**src/irt_pkg.sv**
```systemverilog
`default_nettype none
// ----------------------------------------------------------------------------
// irt_pkg: innovation record table shared definitions
// Sizes, command and status codes, record type and counter restart rule.
// ----------------------------------------------------------------------------
package irt_pkg;

	localparam int TABLE_ENTRIES = 64;
	localparam int ID_BITS       = 16;
	localparam int FIELD_W       = 16;
	localparam int IDX_W         = $clog2(TABLE_ENTRIES);
	localparam int CNT_W         = $clog2(TABLE_ENTRIES + 1);

	localparam logic [31:0] ID_MAX = (32'd1 << ID_BITS) - 32'd1;

	localparam logic [2:0] CMD_FIND_FIRST = 3'd0;
	localparam logic [2:0] CMD_FIND_LAST  = 3'd1;
	localparam logic [2:0] CMD_LIST_ALL   = 3'd2;
	localparam logic [2:0] CMD_ADD_LINK   = 3'd3;
	localparam logic [2:0] CMD_ADD_NEURON = 3'd4;
	localparam logic [2:0] CMD_FLUSH      = 3'd5;

	localparam logic [2:0] ST_OK        = 3'd0;
	localparam logic [2:0] ST_NOT_FOUND = 3'd1;
	localparam logic [2:0] ST_INVALID   = 3'd2;
	localparam logic [2:0] ST_EXHAUSTED = 3'd3;
	localparam logic [2:0] ST_FULL      = 3'd4;

	localparam logic REG_START_INNOV  = 1'b0;
	localparam logic REG_START_NEURON = 1'b1;

	typedef struct packed {
		logic               kind;
		logic [FIELD_W-1:0] src;
		logic [FIELD_W-1:0] tgt;
		logic [FIELD_W-1:0] innov;
		logic [FIELD_W-1:0] neuron;
	} rec_t;

	typedef struct packed {
		logic start;
		logic adv;
		logic clr;
	} cell_ctl_t;

	function automatic logic [FIELD_W-1:0] restart_value(input logic [FIELD_W-1:0] last_used);
		logic [31:0] wide;
		wide = 32'(last_used);
		if (wide >= ID_MAX) begin
			return ID_MAX[FIELD_W-1:0];
		end
		return last_used + FIELD_W'(1);
	endfunction

endpackage
`default_nettype wire

```
**src/irt_cell.sv**
```systemverilog
`default_nettype none
// ----------------------------------------------------------------------------
// irt_cell: one table entry
// Holds one record, compares it with the search key while the scan token
// sits here, and hands the token on to the next cell.
// ----------------------------------------------------------------------------
module irt_cell (
	input  wire                          clk,
	input  wire                          arst_n,
	input  irt_pkg::cell_ctl_t           ctl,
	input  wire                          tok_in,
	output logic                         tok_out,
	input  wire                          wr_en,
	input  irt_pkg::rec_t                wdata,
	input  wire                          key_kind,
	input  wire [irt_pkg::FIELD_W-1:0]   key_src,
	input  wire [irt_pkg::FIELD_W-1:0]   key_tgt,
	output logic                         hit,
	output irt_pkg::rec_t                rdata
);
	import irt_pkg::*;

	rec_t rec_q;
	logic tok_q;

	always_ff @(posedge clk or negedge arst_n) begin
		if (!arst_n) begin
			tok_q <= 1'b0;
		end else if (ctl.clr) begin
			tok_q <= 1'b0;
		end else if (ctl.start || ctl.adv) begin
			tok_q <= tok_in;
		end
	end

	always_ff @(posedge clk) begin
		if (wr_en) begin
			rec_q <= wdata;
		end
	end

	assign tok_out = tok_q;
	assign hit     = tok_q && (rec_q.kind == key_kind) && (rec_q.src == key_src)
		&& (rec_q.tgt == key_tgt);
	assign rdata   = tok_q ? rec_q : '0;

endmodule
`default_nettype wire

```
**config.mk**
```make
export PLATFORM = sky130hd
export DESIGN_NAME = irt_cell
export DESIGN_NICKNAME = d
export VERILOG_FILES = /design/src/irt_pkg.sv /design/src/irt_cell.sv
export SDC_FILE = /design/constraint.sdc
export NUM_CORES = 1
export LEC_CHECK = 0
export BUFFER_PORTS_ARGS = -buffer_cell sky130_fd_sc_hd__buf_2
export CAP_MARGIN = 20
export CORE_MARGIN = 5
export CORE_UTILIZATION = 39
export CTS_CLUSTER_SIZE = 10
export DETAILED_ROUTE_END_ITERATION = 12
export PLACE_DENSITY = 0.74
export SETUP_SLACK_MARGIN = 0.2
export SLEW_MARGIN = 20
export SYNTH_ARGS = -nofsm -noshare
export SYNTH_HDL_FRONTEND = slang
export SYNTH_SLANG_ARGS = --single-unit
```
**constraint.sdc**
```tcl
create_clock -name clk -period 1.1 [get_ports clk]
set_clock_uncertainty 0.05 [all_clocks]
set_input_delay 0.055 -clock clk [delete_from_list [all_inputs] [get_ports clk]]
set_output_delay 0.055 -clock clk [all_outputs]
set_load 0.02 [all_outputs]
```
==> metrics.md <==
| Metric | Value |
|---|---|
| Inst Count DP | 459 |
| Total number of vias | 2662 |
| CTS tree | done |
| Worst vdd ir | 0.909 mV |
| Post-Syn Area | 2800 um2 |
| Synth top area share | 69.8% |
| Post-synth EDFFs | 65 |
| Synth async-reset ratio | 1.52% |
| Dpl cell area | 4030 um2 |
| Clock sink count | 66 |
| 1st-pass router iterations | 4 |
| Core area | 6870 um2 |
| FF+latch count, synth | 66 |
| Share of layout cells above drive strength 1 | 61.4% |
| Drt initial violations | 112 |
| Net Count, Synth | 292 |
| Setup-failing EPs final | 68 |
| Commonest cells in the synthesized netlist | edfxtp_1, and2_1, xor2_1 |
| TNS Setup | -29.74 ns |
| Max Fclk | 508 MHz |
| Pwr dens | 1170 nW/um2 |
| Final wirelength | 10900 um |
| R2R Path Start | tok_out$_DFFE_PN0P_ |
| Worst-margin pin slew | 0.322 ns |
| Clock buffer depth | 2 |
| Power Total | 6.83 mW |
| Worst EP arrival | 1.86 ns |
| Status | complete, but fails checks |
| Crit-path max FO | 2 |
| Die height | 94.7 um |
| CP Launch Point | rec_q[36]$_DFFE_PP_ |
| Clock-pin slew on the worst setup and hold paths | 0.08 ns |
| Hold path start | wr_en |
| Final period util | 179% |
| Total CTS buffers | 9 |
| Final-stage net count | 571 |
| Worst Setup Slack, final | -0.869 ns |
| WL/cell | 19.2 um |
| Post-synth cell types | 16 |
| Clock Latency Late Sink | 0.33 ns |
| Root Buffer | clkbuf_8 |
| PortBufs | 171 |
| Final RePlAce weighted congestion | 0.725 |
| Fillers | 334 |
| Post-route ant nets | 0 |
| Final Non-Filler Cells | 567 |
| Slew Limit Fails | 0 |
| DP HPWL | 5590 um |
| LEAKAGE | 2.59 nW |
| Via density | 4.69 |
| Main flop type after synthesis | edfxtp_1 |
| RSZ-0062 raised after global routing | yes |
| Die W | 94.7 um |
| Site Rows | 30 |
| Grt ovf | 0 |
| N_diodes | 0 |
| Synth warn | 0 |
| P&R area growth vs syn | 108% |
| Initial core utilization | 40.7% |
| Post-synthesis sequential area ratio | 70.7% |
| Worst rel slew slack | 78.3% |
| Pin count of the biggest net entering global routing | 34 |
| # H-tree levels | 3 |
| Tot GR Track Use | 24.8% |
| Avg Cell Area, Syn | 15.0 um2 |
| Violated checks | negative setup slack |
| Class of the worst hold path | input pin to flip-flop |
| Die ar. | 8960 um2 |
| Post-route cell area | 5820 um2 |
| First-pass GRT wire length | 16100 um |
| Area contributors post-synth | edfxtp_1, and2_1, xor2_1, nor4_1, dfrtp_1 |
| Top-count cell post-synth | edfxtp_1 |
| Number of max-cap violations | 0 |
| # DRC | 0 |
| Mapped Cells | 187 |
| Setup crit start kind | flip-flop |
| WP data required | 1.00 ns |
| IO Pins | 172 |
| Vias in the first global route | 2943 |
| Final core utilization | 84.7% |
| Final-report hold violation count | 0 |
| Initial antenna violation count | 0 |
| Final min period | 1.97 ns |
| Area leader, netlist | edfxtp_1 |
| Kind of end point of the critical path | output pin |
| Type of the worst setup path | flip-flop to output pin |
## logic make-up (layout without fill, tap and decap cells)
group	count (synthesis)	in the layout	share of synthesized area [%]
and+or+nand+nor	79	79	17.6
DFF	66	66	70.7
xor gates and xnor gates	33	33	10.3
buffers and inverters	7	291	1.03
AOI/OAI and AO/OA	2	2	0.358
## per-layer routing
| metal | vias to the layer above | track usage [%] | share of wire [%] |
|---|---|---|---|
| met5 | - | 0 | 0 |
| met2 | 168 | 43.1 | 51 |
| met3 | 17 | 8.69 | 11 |
| li1 | 1209 | - | - |
| met1 | 1268 | 28.0 | 35 |
| met4 | 0 | 9.50 | 2.0 |
## placed cells by master (no fill, tap or decap), types with 2 or more instances in the layout
master and n:
nand3_1 2, buf_12 4, nor4_1 6, nor4_2 2, buf_2 104, xor2_1 32
buf_6 74, edfxtp_1 65, clkinv_2 2, bufinv_16 2, and2_4 65, buf_16 8
dlygate4sd3_1 71, buf_8 6, buf_4 7, clkbuf_8 9
## final timing paths
kind,cells past startpoint,slack [ns],end
worst min register to register,6,1.06,tok_out$_DFFE_PN0P_
max in group asynchronous,3,0.33,tok_out$_DFFE_PN0P_
min in group asynchronous,3,0.54,tok_out$_DFFE_PN0P_
worst min-delay path,2,0.17,rec_q[45]$_DFFE_PP_
worst max register to register,6,-0.16,tok_out$_DFFE_PN0P_
worst max-delay path,6,-0.87,hit
## critical path: stages, from the launching register on
cell      delay [ns]
edfxtp_1        0.42
xor2_1          0.18
nor4_2          0.29
buf_4           0.15
nand4_1         0.18
nor3_4          0.18
buf_6           0.14
## repair_timing
item	CTS	global route
gates cloned	8	1
pin swaps	1	3
endpoints found under the hold margin	67	0
setup buffers	10	2
endpoints found under the setup margin	68	68
gates resized for setup	165	7
hold buffers	71	0
## power breakdown
| part | internal (mW) | switching [mW] |
|---|---|---|
| Combinational | 0.922 | 0.593 |
| Clock | 1.26 | 0.945 |
| Sequential | 2.99 | 0.117 |
## cell type report
type | count | area, um2 | area share (%)
Sequential cell | 66 | 1980 | 34.0
Multi-Input combinational cell | 114 | 977 | 16.8
Timing Repair Buffer | 275 | 2530 | 43.5
Tap cell | 96 | 120 | 2.06
Clock buffer | 10 | 128 | 2.19
Clock inverter | 6 | 81.3 | 1.40
## flip-flops by register name, summed over array words and instances (netlist names)
register / count
rec_q: 65
tok_out: 1
## through the flow
stage / hold WS, ns / setup WS, ns
after floorplan: -0.291 / -0.218
after global placement: -0.210 / -0.569
after detailed placement: -0.207 / -0.610
after CTS: 0.152 / -0.953
after global routing: 0.153 / -0.994
final: 0.167 / -0.869
No activity file was read; power rests on OpenSTA's default activity.
